## src/rtl/ape_tag_item_parser_core_assert.svh

```systemverilog
// Assertion helpers shared by the parser RTL.
`ifndef APE_TAG_ITEM_PARSER_CORE_ASSERT_SVH
`define APE_TAG_ITEM_PARSER_CORE_ASSERT_SVH

// Same-cycle implication, inactive during reset.
`define ATP_ASSERT_IMP(name, clk, rst_n, ante, cons, msg) \
  name: assert property (@(posedge clk) disable iff (!rst_n) (ante) |-> (cons)) \
    else $error(msg);

// Next-cycle implication, inactive during reset.
`define ATP_ASSERT_NXT(name, clk, rst_n, ante, cons, msg) \
  name: assert property (@(posedge clk) disable iff (!rst_n) (ante) |=> (cons)) \
    else $error(msg);

`endif

```

## src/rtl/atp_pkg.sv

```systemverilog
package atp_pkg;

  // Default tag size limit in bytes (footer included)
  localparam int unsigned MAX_TAG_BYTES = 1048576;
  // Default result queue depth (2 or more)
  localparam int unsigned QUEUE_DEPTH = 2;

  // "APETAGEX", byte 0 in the low bits
  localparam logic [63:0] APE_ID = 64'h5845_4741_5445_5041;
  localparam logic [31:0] APE_VERSION = 32'd2000;
  localparam logic [31:0] MIN_TAG_LEN = 32'd42;
  localparam logic [31:0] FOOTER_BYTES = 32'd32;
  localparam logic [4:0] FOOTER_LAST = 5'd31;
  localparam int unsigned MIN_BODY_LEFT = 10;

  typedef enum logic [2:0] {
    PH_FOOTER,
    PH_SIZE,
    PH_FLAGS,
    PH_KEY,
    PH_VALUE,
    PH_DONE
  } phase_e;

  typedef enum logic [1:0] {
    KIND_VERDICT,
    KIND_KEY,
    KIND_VALUE,
    KIND_END
  } kind_e;

  // One result transaction
  typedef struct packed {
    kind_e       kind;
    logic        footer_ok;
    logic [7:0]  out_byte;
    logic [31:0] item_flags;
    logic [31:0] item_index;
    logic        key_last;
    logic        item_done;
    logic        item_dropped;
    logic        parse_done;
  } res_t;

endpackage

```

## src/rtl/atp_front.sv

```systemverilog
`include "ape_tag_item_parser_core_assert.svh"

module atp_front #(
  parameter int unsigned MaxTagBytes = atp_pkg::MAX_TAG_BYTES
) (
  input  logic         clk_i,
  input  logic         rst_ni,
  input  logic         in_valid_i,
  input  logic         func_i,
  input  logic [7:0]   data_byte_i,
  output logic         in_stall_o,
  input  logic         q_full_i,
  output logic         push_o,
  output atp_pkg::res_t push_res_o
);

  localparam int unsigned BytesW = $clog2(MaxTagBytes + 1);
  localparam logic [31:0] MaxLen = 32'(MaxTagBytes);
  localparam logic [BytesW-1:0] MinLeft = BytesW'(atp_pkg::MIN_BODY_LEFT);

  atp_pkg::phase_e phase_q, phase_d;
  logic [4:0]        footer_pos_q;
  logic              id_ok_q;
  logic [31:0]       version_q;
  logic [31:0]       tag_len_q;
  logic [31:0]       items_q;
  logic [BytesW-1:0] bytes_q;
  logic [1:0]        word_pos_q;
  logic [31:0]       vsize_q;
  logic [31:0]       flags_q;
  logic [31:0]       index_q;
  logic [31:0]       vleft_q;

  logic              acc;
  logic              foot_byte;
  logic              body_byte;
  logic              foot_last;
  logic              footer_good;
  logic [BytesW-1:0] bytes_init;
  logic [BytesW-1:0] bytes_dec;
  logic              stop_foot;
  logic              stop_body;
  logic              key_nul;
  logic              key_over;
  logic [31:0]       vleft_dec;
  logic              val_last;

  // Accept whenever the result queue has room
  assign in_stall_o = q_full_i;
  assign acc        = in_valid_i && !q_full_i;
  assign foot_byte  = acc && !func_i;
  assign body_byte  = acc && func_i;
  assign foot_last  = footer_pos_q == atp_pkg::FOOTER_LAST;

  // Footer verdict and body bookkeeping
  assign footer_good = id_ok_q && (version_q == atp_pkg::APE_VERSION)
                       && (tag_len_q > atp_pkg::MIN_TAG_LEN) && (tag_len_q <= MaxLen);
  assign bytes_init = BytesW'(tag_len_q - atp_pkg::FOOTER_BYTES);
  assign bytes_dec  = (bytes_q != '0) ? bytes_q - 1'b1 : bytes_q;
  assign stop_foot  = (items_q == '0) || (bytes_init <= MinLeft);
  assign stop_body  = (items_q == '0) || (bytes_dec <= MinLeft);
  assign key_nul    = data_byte_i == 8'd0;
  assign key_over   = 32'(bytes_dec) < vsize_q;
  assign vleft_dec  = (vleft_q != '0) ? vleft_q - 32'd1 : vleft_q;
  assign val_last   = vleft_dec == '0;

  // Next phase
  always_comb begin
    phase_d = phase_q;
    case (phase_q)
      atp_pkg::PH_FOOTER: begin
        if (foot_byte && foot_last) begin
          phase_d = (!footer_good || stop_foot) ? atp_pkg::PH_DONE : atp_pkg::PH_SIZE;
        end
      end
      atp_pkg::PH_SIZE: begin
        if (body_byte && word_pos_q == 2'd3) begin
          phase_d = atp_pkg::PH_FLAGS;
        end
      end
      atp_pkg::PH_FLAGS: begin
        if (body_byte && word_pos_q == 2'd3) begin
          phase_d = atp_pkg::PH_KEY;
        end
      end
      atp_pkg::PH_KEY: begin
        if (body_byte) begin
          if (!key_nul) begin
            if (bytes_dec == '0) phase_d = atp_pkg::PH_DONE;
          end else if (key_over) begin
            phase_d = atp_pkg::PH_DONE;
          end else if (vsize_q == '0) begin
            phase_d = stop_body ? atp_pkg::PH_DONE : atp_pkg::PH_SIZE;
          end else begin
            phase_d = atp_pkg::PH_VALUE;
          end
        end
      end
      atp_pkg::PH_VALUE: begin
        if (body_byte && val_last) begin
          phase_d = stop_body ? atp_pkg::PH_DONE : atp_pkg::PH_SIZE;
        end
      end
      atp_pkg::PH_DONE: phase_d = atp_pkg::PH_DONE;
      default: phase_d = atp_pkg::PH_DONE;
    endcase
  end

  // Result classification
  always_comb begin
    push_o     = 1'b0;
    push_res_o = '0;
    case (phase_q)
      atp_pkg::PH_FOOTER: begin
        if (foot_byte && foot_last) begin
          push_o                = 1'b1;
          push_res_o.kind       = atp_pkg::KIND_VERDICT;
          push_res_o.footer_ok  = footer_good;
          push_res_o.parse_done = !footer_good || stop_foot;
        end
      end
      atp_pkg::PH_KEY: begin
        if (body_byte) begin
          push_o                = 1'b1;
          push_res_o.kind       = atp_pkg::KIND_KEY;
          push_res_o.out_byte   = data_byte_i;
          push_res_o.item_flags = flags_q;
          push_res_o.item_index = index_q;
          if (!key_nul) begin
            push_res_o.item_dropped = bytes_dec == '0;
            push_res_o.parse_done   = bytes_dec == '0;
          end else begin
            push_res_o.key_last = 1'b1;
            if (key_over) begin
              push_res_o.item_dropped = 1'b1;
              push_res_o.parse_done   = 1'b1;
            end else if (vsize_q == '0) begin
              push_res_o.item_done  = 1'b1;
              push_res_o.parse_done = stop_body;
            end
          end
        end
      end
      atp_pkg::PH_VALUE: begin
        if (body_byte) begin
          push_o                = 1'b1;
          push_res_o.kind       = atp_pkg::KIND_VALUE;
          push_res_o.out_byte   = data_byte_i;
          push_res_o.item_flags = flags_q;
          push_res_o.item_index = index_q;
          push_res_o.item_done  = val_last;
          push_res_o.parse_done = val_last && stop_body;
        end
      end
      default: begin
        push_o = 1'b0;
      end
    endcase
  end

  // Parser state
  always_ff @(posedge clk_i or negedge rst_ni) begin
    if (!rst_ni) begin
      phase_q      <= atp_pkg::PH_FOOTER;
      footer_pos_q <= '0;
      id_ok_q      <= 1'b1;
      version_q    <= '0;
      tag_len_q    <= '0;
      items_q      <= '0;
      bytes_q      <= '0;
      word_pos_q   <= '0;
      vsize_q      <= '0;
      flags_q      <= '0;
      index_q      <= '0;
      vleft_q      <= '0;
    end else begin
      phase_q <= phase_d;
      case (phase_q)
        atp_pkg::PH_FOOTER: begin
          if (foot_byte) begin
            footer_pos_q <= footer_pos_q + 5'd1;
            case (footer_pos_q[4:2])
              3'd0, 3'd1: begin
                if (data_byte_i != atp_pkg::APE_ID[8*footer_pos_q[2:0] +: 8]) begin
                  id_ok_q <= 1'b0;
                end
              end
              3'd2: version_q[8*footer_pos_q[1:0] +: 8] <= data_byte_i;
              3'd3: tag_len_q[8*footer_pos_q[1:0] +: 8] <= data_byte_i;
              3'd4: items_q[8*footer_pos_q[1:0] +: 8]   <= data_byte_i;
              default: ;
            endcase
            if (foot_last && footer_good) begin
              bytes_q <= bytes_init;
              index_q <= '0;
              if (!stop_foot) begin
                items_q    <= items_q - 32'd1;
                word_pos_q <= '0;
              end
            end
          end
        end
        atp_pkg::PH_SIZE, atp_pkg::PH_FLAGS: begin
          if (body_byte) begin
            bytes_q    <= bytes_dec;
            word_pos_q <= word_pos_q + 2'd1;
            if (phase_q == atp_pkg::PH_SIZE) begin
              vsize_q[8*word_pos_q +: 8] <= data_byte_i;
            end else begin
              flags_q[8*word_pos_q +: 8] <= data_byte_i;
            end
          end
        end
        atp_pkg::PH_KEY: begin
          if (body_byte) begin
            bytes_q <= bytes_dec;
            if (key_nul && !key_over) begin
              if (vsize_q == '0) begin
                index_q <= index_q + 32'd1;
                if (!stop_body) begin
                  items_q    <= items_q - 32'd1;
                  word_pos_q <= '0;
                end
              end else begin
                vleft_q <= vsize_q;
              end
            end
          end
        end
        atp_pkg::PH_VALUE: begin
          if (body_byte) begin
            bytes_q <= bytes_dec;
            vleft_q <= vleft_dec;
            if (val_last) begin
              index_q <= index_q + 32'd1;
              if (!stop_body) begin
                items_q    <= items_q - 32'd1;
                word_pos_q <= '0;
              end
            end
          end
        end
        default: ;
      endcase
    end
  end

  `ATP_ASSERT_NXT(a_done_sticks, clk_i, rst_ni, phase_q == atp_pkg::PH_DONE, phase_q == atp_pkg::PH_DONE, "parser left the done phase")
  `ATP_ASSERT_IMP(a_push_needs_acc, clk_i, rst_ni, push_o, in_valid_i && !q_full_i, "result pushed without an accepted transaction")
  `ATP_ASSERT_NXT(a_pdone_stops, clk_i, rst_ni, push_o && push_res_o.parse_done, phase_q == atp_pkg::PH_DONE, "parse_done result did not stop the parser")

endmodule

```

## src/rtl/atp_queue.sv

```systemverilog
`include "ape_tag_item_parser_core_assert.svh"

module atp_queue #(
  parameter int unsigned Depth = atp_pkg::QUEUE_DEPTH
) (
  input  logic          clk_i,
  input  logic          rst_ni,
  input  logic          push_i,
  input  atp_pkg::res_t push_data_i,
  output logic          full_o,
  output logic          out_valid_o,
  input  logic          out_stall_i,
  output atp_pkg::res_t out_data_o
);

  localparam int unsigned PtrW = $clog2(Depth);
  localparam int unsigned CntW = $clog2(Depth + 1);
  localparam logic [PtrW-1:0] PtrLast = PtrW'(Depth - 1);
  localparam logic [CntW-1:0] CntFull = CntW'(Depth);

  atp_pkg::res_t   entry_q [Depth];
  logic [PtrW-1:0] wr_ptr_q;
  logic [PtrW-1:0] rd_ptr_q;
  logic [CntW-1:0] count_q;
  logic            pop;

  assign full_o      = count_q == CntFull;
  assign out_valid_o = count_q != '0;
  assign out_data_o  = entry_q[rd_ptr_q];
  assign pop         = out_valid_o && !out_stall_i;

  // Entry storage
  always_ff @(posedge clk_i) begin
    if (push_i) begin
      entry_q[wr_ptr_q] <= push_data_i;
    end
  end

  // Pointers and fill count
  always_ff @(posedge clk_i or negedge rst_ni) begin
    if (!rst_ni) begin
      wr_ptr_q <= '0;
      rd_ptr_q <= '0;
      count_q  <= '0;
    end else begin
      if (push_i) begin
        wr_ptr_q <= (wr_ptr_q == PtrLast) ? '0 : wr_ptr_q + 1'b1;
      end
      if (pop) begin
        rd_ptr_q <= (rd_ptr_q == PtrLast) ? '0 : rd_ptr_q + 1'b1;
      end
      if (push_i && !pop) begin
        count_q <= count_q + 1'b1;
      end else if (pop && !push_i) begin
        count_q <= count_q - 1'b1;
      end
    end
  end

  `ATP_ASSERT_IMP(a_no_push_full, clk_i, rst_ni, push_i, !full_o, "push into a full result queue")

endmodule

```

## src/rtl/ape_tag_item_parser_core.sv

```systemverilog
// Channel | Valid      | Stall      | Payload
// --------+------------+------------+--------------------------------------------
// in      | in_valid_i | in_stall_o | func_i, data_byte_i
// out     | out_valid_o| out_stall_i| kind_o, footer_ok_o, out_byte_o, item_flags_o,
//         |            |            | item_index_o, key_last_o, item_done_o,
//         |            |            | item_dropped_o, parse_done_o
//
// One byte is accepted per cycle while the result queue has room; each result is
// registered in the result queue before it reaches the output channel.
// in_stall_o rises only when the result queue (QueueDepth entries) is full.
// rst_ni clears all parse state asynchronously; the block then awaits a footer.
module ape_tag_item_parser_core #(
  parameter int unsigned MaxTagBytes = atp_pkg::MAX_TAG_BYTES,
  parameter int unsigned QueueDepth  = atp_pkg::QUEUE_DEPTH
) (
  input  logic        clk_i,
  input  logic        rst_ni,
  input  logic        in_valid_i,
  output logic        in_stall_o,
  input  logic        func_i,
  input  logic [7:0]  data_byte_i,
  output logic        out_valid_o,
  input  logic        out_stall_i,
  output logic [1:0]  kind_o,
  output logic        footer_ok_o,
  output logic [7:0]  out_byte_o,
  output logic [31:0] item_flags_o,
  output logic [31:0] item_index_o,
  output logic        key_last_o,
  output logic        item_done_o,
  output logic        item_dropped_o,
  output logic        parse_done_o
);

  logic          q_full;
  logic          push;
  atp_pkg::res_t push_res;
  atp_pkg::res_t out_res;

  // Front end: parse and classify bytes
  atp_front #(
    .MaxTagBytes(MaxTagBytes)
  ) u_front (
    .clk_i      (clk_i),
    .rst_ni     (rst_ni),
    .in_valid_i (in_valid_i),
    .func_i     (func_i),
    .data_byte_i(data_byte_i),
    .in_stall_o (in_stall_o),
    .q_full_i   (q_full),
    .push_o     (push),
    .push_res_o (push_res)
  );

  // Back end: result queue toward the output channel
  atp_queue #(
    .Depth(QueueDepth)
  ) u_queue (
    .clk_i      (clk_i),
    .rst_ni     (rst_ni),
    .push_i     (push),
    .push_data_i(push_res),
    .full_o     (q_full),
    .out_valid_o(out_valid_o),
    .out_stall_i(out_stall_i),
    .out_data_o (out_res)
  );

  assign kind_o         = 2'(out_res.kind);
  assign footer_ok_o    = out_res.footer_ok;
  assign out_byte_o     = out_res.out_byte;
  assign item_flags_o   = out_res.item_flags;
  assign item_index_o   = out_res.item_index;
  assign key_last_o     = out_res.key_last;
  assign item_done_o    = out_res.item_done;
  assign item_dropped_o = out_res.item_dropped;
  assign parse_done_o   = out_res.parse_done;

endmodule

```

## config.mk

```make
export PLATFORM = sky130hd
export DESIGN_NAME = ape_tag_item_parser_core
export DESIGN_NICKNAME = d
export VERILOG_FILES = /design/src/rtl/atp_pkg.sv /design/src/rtl/atp_front.sv /design/src/rtl/atp_queue.sv /design/src/rtl/ape_tag_item_parser_core.sv
export VERILOG_INCLUDE_DIRS = /design/src /design/src/rtl
export SDC_FILE = /design/constraint.sdc
export NUM_CORES = 1
export LEC_CHECK = 0
export ABC_AREA = 1
export BUFFER_PORTS_ARGS = -buffer_cell sky130_fd_sc_hd__buf_2
export CAP_MARGIN = 20
export CORE_MARGIN = 3
export CORE_UTILIZATION = 52
export CTS_CLUSTER_DIAMETER = 60
export CTS_CLUSTER_SIZE = 30
export DETAILED_ROUTE_END_ITERATION = 12
export GPL_TIMING_DRIVEN = 0
export HOLD_SLACK_MARGIN = 0.06
export PLACE_DENSITY = 0.69
export SLEW_MARGIN = 20
export SYNTH_ARGS = -nofsm -noshare
export SYNTH_HDL_FRONTEND = slang
export SYNTH_HIERARCHICAL = 1
export SYNTH_SLANG_ARGS = --single-unit
```

## constraint.sdc

```tcl
create_clock -name clk_i -period 16.39 [get_ports clk_i]
set_input_delay 2.4585 -clock clk_i [delete_from_list [all_inputs] [get_ports clk_i]]
set_output_delay 2.4585 -clock clk_i [all_outputs]
set_load 0.005 [all_outputs]
```

======== Word-level counts from Yosys, hierarchy flattened ========
Memory sizes are Yosys's and may differ from the RTL's.
Index checks and enable logic that the tools add are counted.
word-level totals
  bits in registers ....................... 260
  word-level logic and storage cells ...... 214
  memories ................................ 1
  input bits .............................. 13
  memory bits (writable) .................. 158
memories
  memory           words  width  read ports  clocked after Yosys merged registers in  wr ports  RTL line         text
  u_queue.entry_q  2      79     1           0                                        1         atp_queue.sv:21  atp_pkg::res_t entry_q [Depth];
operators by class
  equal/unequal tests ..................... 29
  $lt $le $gt $ge ......................... 5
  reductions and logical operators ........ 56
  shift operators ......................... 5
  $add $sub $neg .......................... 13
  mux-type cells .......................... 89
  bitwise logic cells ..................... 1
operators by type and width
  operator                                                                            number
  32-bit two-way mux                                                                  22
  32-bit one-hot mux with 3 select lines                                              2
  32-bit bitwise mux                                                                  5
  72-bit one-hot mux with 2 select lines                                              1
  32-bit zero test                                                                    3
  21-bit two-way mux                                                                  4
  76-bit two-way mux                                                                  1
  72-bit two-way mux                                                                  1
  5-bit negation with 34-bit output                                                   2
  8-bit by 34-bit variable shift with 32-bit output, first input constant             2
  8-bit by 34-bit indexed part select with 32-bit output                              2
  32-bit one-hot mux with 2 select lines                                              1
  64-bit by 7-bit indexed part select with 8-bit output, first input constant         1
  32-bit by 1-bit subtractor with 32-bit output, second input constant                2
  21-bit by 4-bit less-or-equal comparator with 1-bit output, second input constant   2
  21-bit one-hot mux with 2 select lines                                              1
  3-bit two-way mux                                                                   11
  32-bit by 1-bit adder with 32-bit output, second input constant                     1
  32-bit by 11-bit == test with 1-bit output, second input constant                   1
  32-bit by 6-bit greater-than comparator with 1-bit output, second input constant    1
  32-bit by 21-bit less-or-equal comparator with 1-bit output, second input constant  1
  21-bit by 32-bit < comparator with 1-bit output                                     1
  32-bit nonzero test                                                                 1
  2-bit two-way mux                                                                   15
  42 further kinds                                                                    114

======== Longest topological paths before layout ========
  word-level depth ........................ 11
  mapped depth ............................ 27
  gate-level depth less buffers ........... 25

======== Hierarchy ========
The synthesis kept the hierarchy.
by module, submodules not included
  module     area each (µm²)  instances  cells each
  atp_front  17,441.7         1          2,535
  atp_queue  6,020.8          1          441

======== Least setup slack after synthesis ========
OpenSTA, ideal clock, no wires.
  path kind ............................... input -> register
  from .................................... input port func_i
  to ...................................... memory u_queue/entry_q[0][0] in the netlist's numbering, enable pin
  data arrival time ....................... 7.054 ns
  path buffers ............................ 0
  setup time .............................. 0.517 ns
  stages on the path ...................... 8
  data required time ...................... 15.873 ns
  path slack .............................. 8.819 ns
  cell sequence ........................... inv_1 nor3_1 inv_1 nor2_1 inv_2 o21ai_0 inv_1 nor2_1
between the ends
  cells in the longest elaborated chain, start to end .. 7
RTL lines
  element                                      RTL line                        text
  start, declared                              ape_tag_item_parser_core.sv:20  input logic func_i,
  1-bit zero test                              atp_front.sv:51                 assign foot_byte = acc && !func_i;
  1-bit logical AND                            atp_front.sv:51
  1-bit logical AND                            atp_front.sv:115                if (foot_byte && foot_last) begin
  1-bit two-way mux                            atp_front.sv:115
  1-bit one-hot mux with 2 select lines (*)    atp_front.sv:113                case (phase_q)
  net push                                     ape_tag_item_parser_core.sv:36  logic push;
  1-bit two-way mux (*)                        atp_queue.sv:34                 if (push_i) begin
  1-bit two-way mux (implied by the code) (*)  atp_queue.sv:35                 entry_q[wr_ptr_q] <= push_data_i;
  end, declared                                atp_queue.sv:21
Mark *: on every way through the listed nets, which the timed path passes. The rest lies on a longest branch.

======== Worst setup path in the final report ========
  from .................................... input port func_i
  to ...................................... memory u_queue/entry_q[0][24] in the netlist's numbering, enable pin
The elaborated chain is that of the path after synthesis.

==> results by group <==
Status
  – Status: finished, final reports clean

Critical path
  – Critical R2R Launch: u_front/phase_q[0]
  – Crit path launch type: input pin
  – Worst reg-to-reg setup slack: ~12 ns
  – Slowest cell on crit path: nor3_1
  – Crit. End Element: flop
  – Cell Chain, Critical Path: buf_2 > inv_1 > nor3_1 > inv_1 > nor2_1 > inv_2 > o21ai_0 > inv_1 > nor2_4 > buf_12 > buf_16
  – CP dominant cell by count: inv_1
  – Crit path max fanout: 24
  – Worst r2r path cells: 14
  – Reg2reg end: u_queue/entry_q[0][24]
  – Setup CP Type: in2reg
  – CP top delay family: simple AND/OR/NAND/NOR gates
  – Worst EP arrival: 5.92 ns
  – Required time worst endpoint: 16.68 ns
  – Max stage delay on crit path: roughly 0.8 ns
  – CP Buf/Inv Count: 7

Routing
  – Vias: 20602
  – Detailed Route Iter0 Violations: 2054
  – # DRC: 0
  – Routed len/inst: 18.5 um
  – Final ANT Viol Nets: 0
  – 1st-pass router iterations: 5
  – Final WL: about 69000 um
  – Mean number of vias per cell: between 5 and 6

GRT
  – Via count of the first global-routing pass: about 19000
  – Largest net degree at the start of global routing: between 90 and 100
  – Gr ovfl total: 0
  – Global-route wire length before repair: 108000 um
  – Initial antenna violation count: 1
  – Tot GR Track Use: 0.290

Final layout
  – Share of cells above drive strength 1: 0.0973
  – Multi-input logic area: ~10000 um2
  – Synth-to-layout area growth: 11.6%
  – Fillers: roughly 4000
  – Final instance area: roughly 26000 um2
  – Register area: ~11000 um2
  – Diode count: 0
  – Final nets: 3167
  – Final std cells w/o fill: 3737

STA
  – Fin Clk Skew: approximately 0.026 ns
  – Worst-Margin Slew: around 1.1 ns
  – Fmax: 177 MHz
  – Setup TNS: 0 ns
  – Crit share post-route: 0.344
  – Final setup viols: 0
  – Final worst slack: 10.75 ns
  – Fin. max-slew vios: 0
  – Slew HR: 0.289
  – RSZ-0062 raised after global routing: no
  – Minimum clock period: approximately 5.6 ns
  – Hold Violations, Final: 0

Clock tree
  – Setup bufs post-CTS: 0
  – Root buffer cell: clkbuf_16
  – Clock tree buffer depth: 3
  – Max H-tree Level: 2
  – Clock transition at the registers of the reported paths: ~0.08 ns
  – TritonCTS clock tree: yes
  – Post-CTS Hold Buffers: 0
  – Num CTS Buffers: 38
  – Post_cts resized: 0
  – Worst-Skew Late Latency: between 0.5 and 0.6 ns
  – Clock Sinks: approximately 420

Floorplanning
  – Boundary pin count: 94
  – Die W: between 200 and 250 um
  – Initial Util: 0.528
  – Row count: 77
  – Die area: around 48000 um2
  – Height of the chip: between 200 and 250 um
  – Core area: approximately 44000 um2

Synth
  – #FFs+latches synth: 418
  – Synthesized netlist cell count: between 2000 and 3000
  – Area of the mapped netlist: approximately 23000 um2
  – Area share of the largest cell type after synthesis: 0.276
  – Yosys warns: 6
  – Number of distinct library cells after synthesis: 54
  – Top FF cell, synth: dfrtp_1
  – Avg Synthesized Cell Area: 7.88 um2
  – Post-synth EDFFs: 158
  – Synth area leaders: dfrtp_1 (28%), edfxtp_1 (20%), nand2_1 (15%)
  – Seq/Total Area, Yosys: 0.480
  – FFs w/ async S/R, synth: 0.622
  – Largest area contributor in the netlist: dfrtp_1
  – Syn nets: approximately 3000

Placed design
  – Post-Place Cells: around 3700
  – IO Port Bufs: 93
  – Dpl ws: 10.29 ns
  – Placed cell area: between 20000 and 25000 um2
  – Dpl hpwl: roughly 53000 um
  – Gpl congestion: 0.969

Power
  – Leak: 12.3 nW
  – Power Density: about 92 nW/um2
  – Total design power: between 2 and 2.5 mW
  – Max VDD drop: 0.0000783 V

Hold path
  – Hold Crit Depth: 2
  – Worst hold path startpoint: u_queue/count_q[1]
  – Hold EP: u_queue/count_q[1]
  – Hold WC Path Type: reg2reg

Flow run
  – Max_cap viols: 0
## power breakdown
group	internal (mW)	switching (mW)
clock	0.480	0.472
sequential	1.09	0.00613
combinational	0.123	0.228
total	1.69	0.706
## cell families (layout without fill, tap and decap cells)
group	count (synthesis)	in the layout	synth area share
XOR/XNOR	107	107	0.0399
AO/OA/AOI/OAI	288	288	0.0652
adder cells (fa/ha/maj)	39	39	0.0208
flip-flops	418	418	0.480
AND/OR/NAND/NOR	1670	1670	0.298
multiplexers	48	48	0.0226
buffers and inverters	406	575	0.0734
## routing by layer
layer  vias to the layer above  wire length [um]  global-route usage
li1                       9957                 -                   -
met1                      9701             31400               0.424
met2                       818             30200               0.443
met3                       126              5060              0.0406
met4                         0              2330               0.101
met5                         -                 0                   0
## synthesized netlist by cell type (8+ instances only)
cell type / count
clkbuf_1: 60
buf_2: 17
o21ai_0: 222
dfrtp_1: 259
nand2_1: 922
edfxtp_1: 158
buf_6: 14
buf_4: 17
nand4_1: 107
inv_2: 9
nor3_1: 55
o211ai_1: 8
nand3_1: 124
ha_1: 39
mux2i_1: 8
inv_1: 287
o21ai_1: 10
mux2_2: 40
xor2_1: 81
nand2_2: 10
nor4_1: 25
a21oi_1: 22
nor2_2: 11
nor2_1: 391
xnor2_1: 26
## area by class of cell
type / count / share of cell area
multi-input combinational: 2152 / 0.401
inverter: 298 / 0.0431
tap: 592 / 0.0283
buffer: 108 / 0.0227
sequential: 418 / 0.430
clock buffer: 39 / 0.0365
clock inverter: 31 / 0.0149
timing repair buffer: 99 / 0.0239
## registers in the layout, indices dropped and copies added, names as in the netlist
register	count
u_front/vsize_q	32
u_front/bytes_q	21
u_queue/wr_ptr_q	1
u_front/version_q	32
u_front/footer_pos_q	5
u_front/tag_len_q	32
u_front/index_q	32
u_front/items_q	32
u_queue/rd_ptr_q	1
u_queue/entry_q	158
u_front/phase_q	3
u_front/id_ok_q	1
u_front/word_pos_q	2
u_queue/count_q	2
u_front/vleft_q	32
u_front/flags_q	32
## cell usage in the layout (no fill, tap or decap), drive strengths merged, types with 81 or more instances in the layout
cell type  count
edfxtp       158
inv          314
nand2        932
xor2          81
buf          147
o21ai        235
dfrtp        259
nand3        128
nand4        108
nor2         406
clkbuf        99
## tightest hold or removal path, cell delays in order, from the launching register on
cell and delay [ns]:
dfrtp_1 0.34, nand2_1 0.05, nand2_1 0.05
## per-stage QoR
step            util  hold slack, ns
2_1_floorplan      -           0.437
3_3_place_gp   0.555           0.458
3_5_place_dp   0.559           0.465
4_1_cts        0.590           0.480
5_1_grt        0.590           0.510
6_report       0.590           0.479
## worst max path at each step
stage	start	end	slack [ns]	cells past startpoint
after global placement	func_i	u_queue/entry_q[0][54]	5.75	9
after floorplan	func_i	u_queue/entry_q[0][0]	8.82	8
after detailed placement	func_i	u_queue/entry_q[0][23]	10.29	11
after CTS	func_i	u_queue/entry_q[0][24]	10.90	11
after global routing	func_i	u_queue/entry_q[0][25]	10.68	11
final	func_i	u_queue/entry_q[0][24]	10.75	11
No activity file was read; power rests on OpenSTA's default activity.
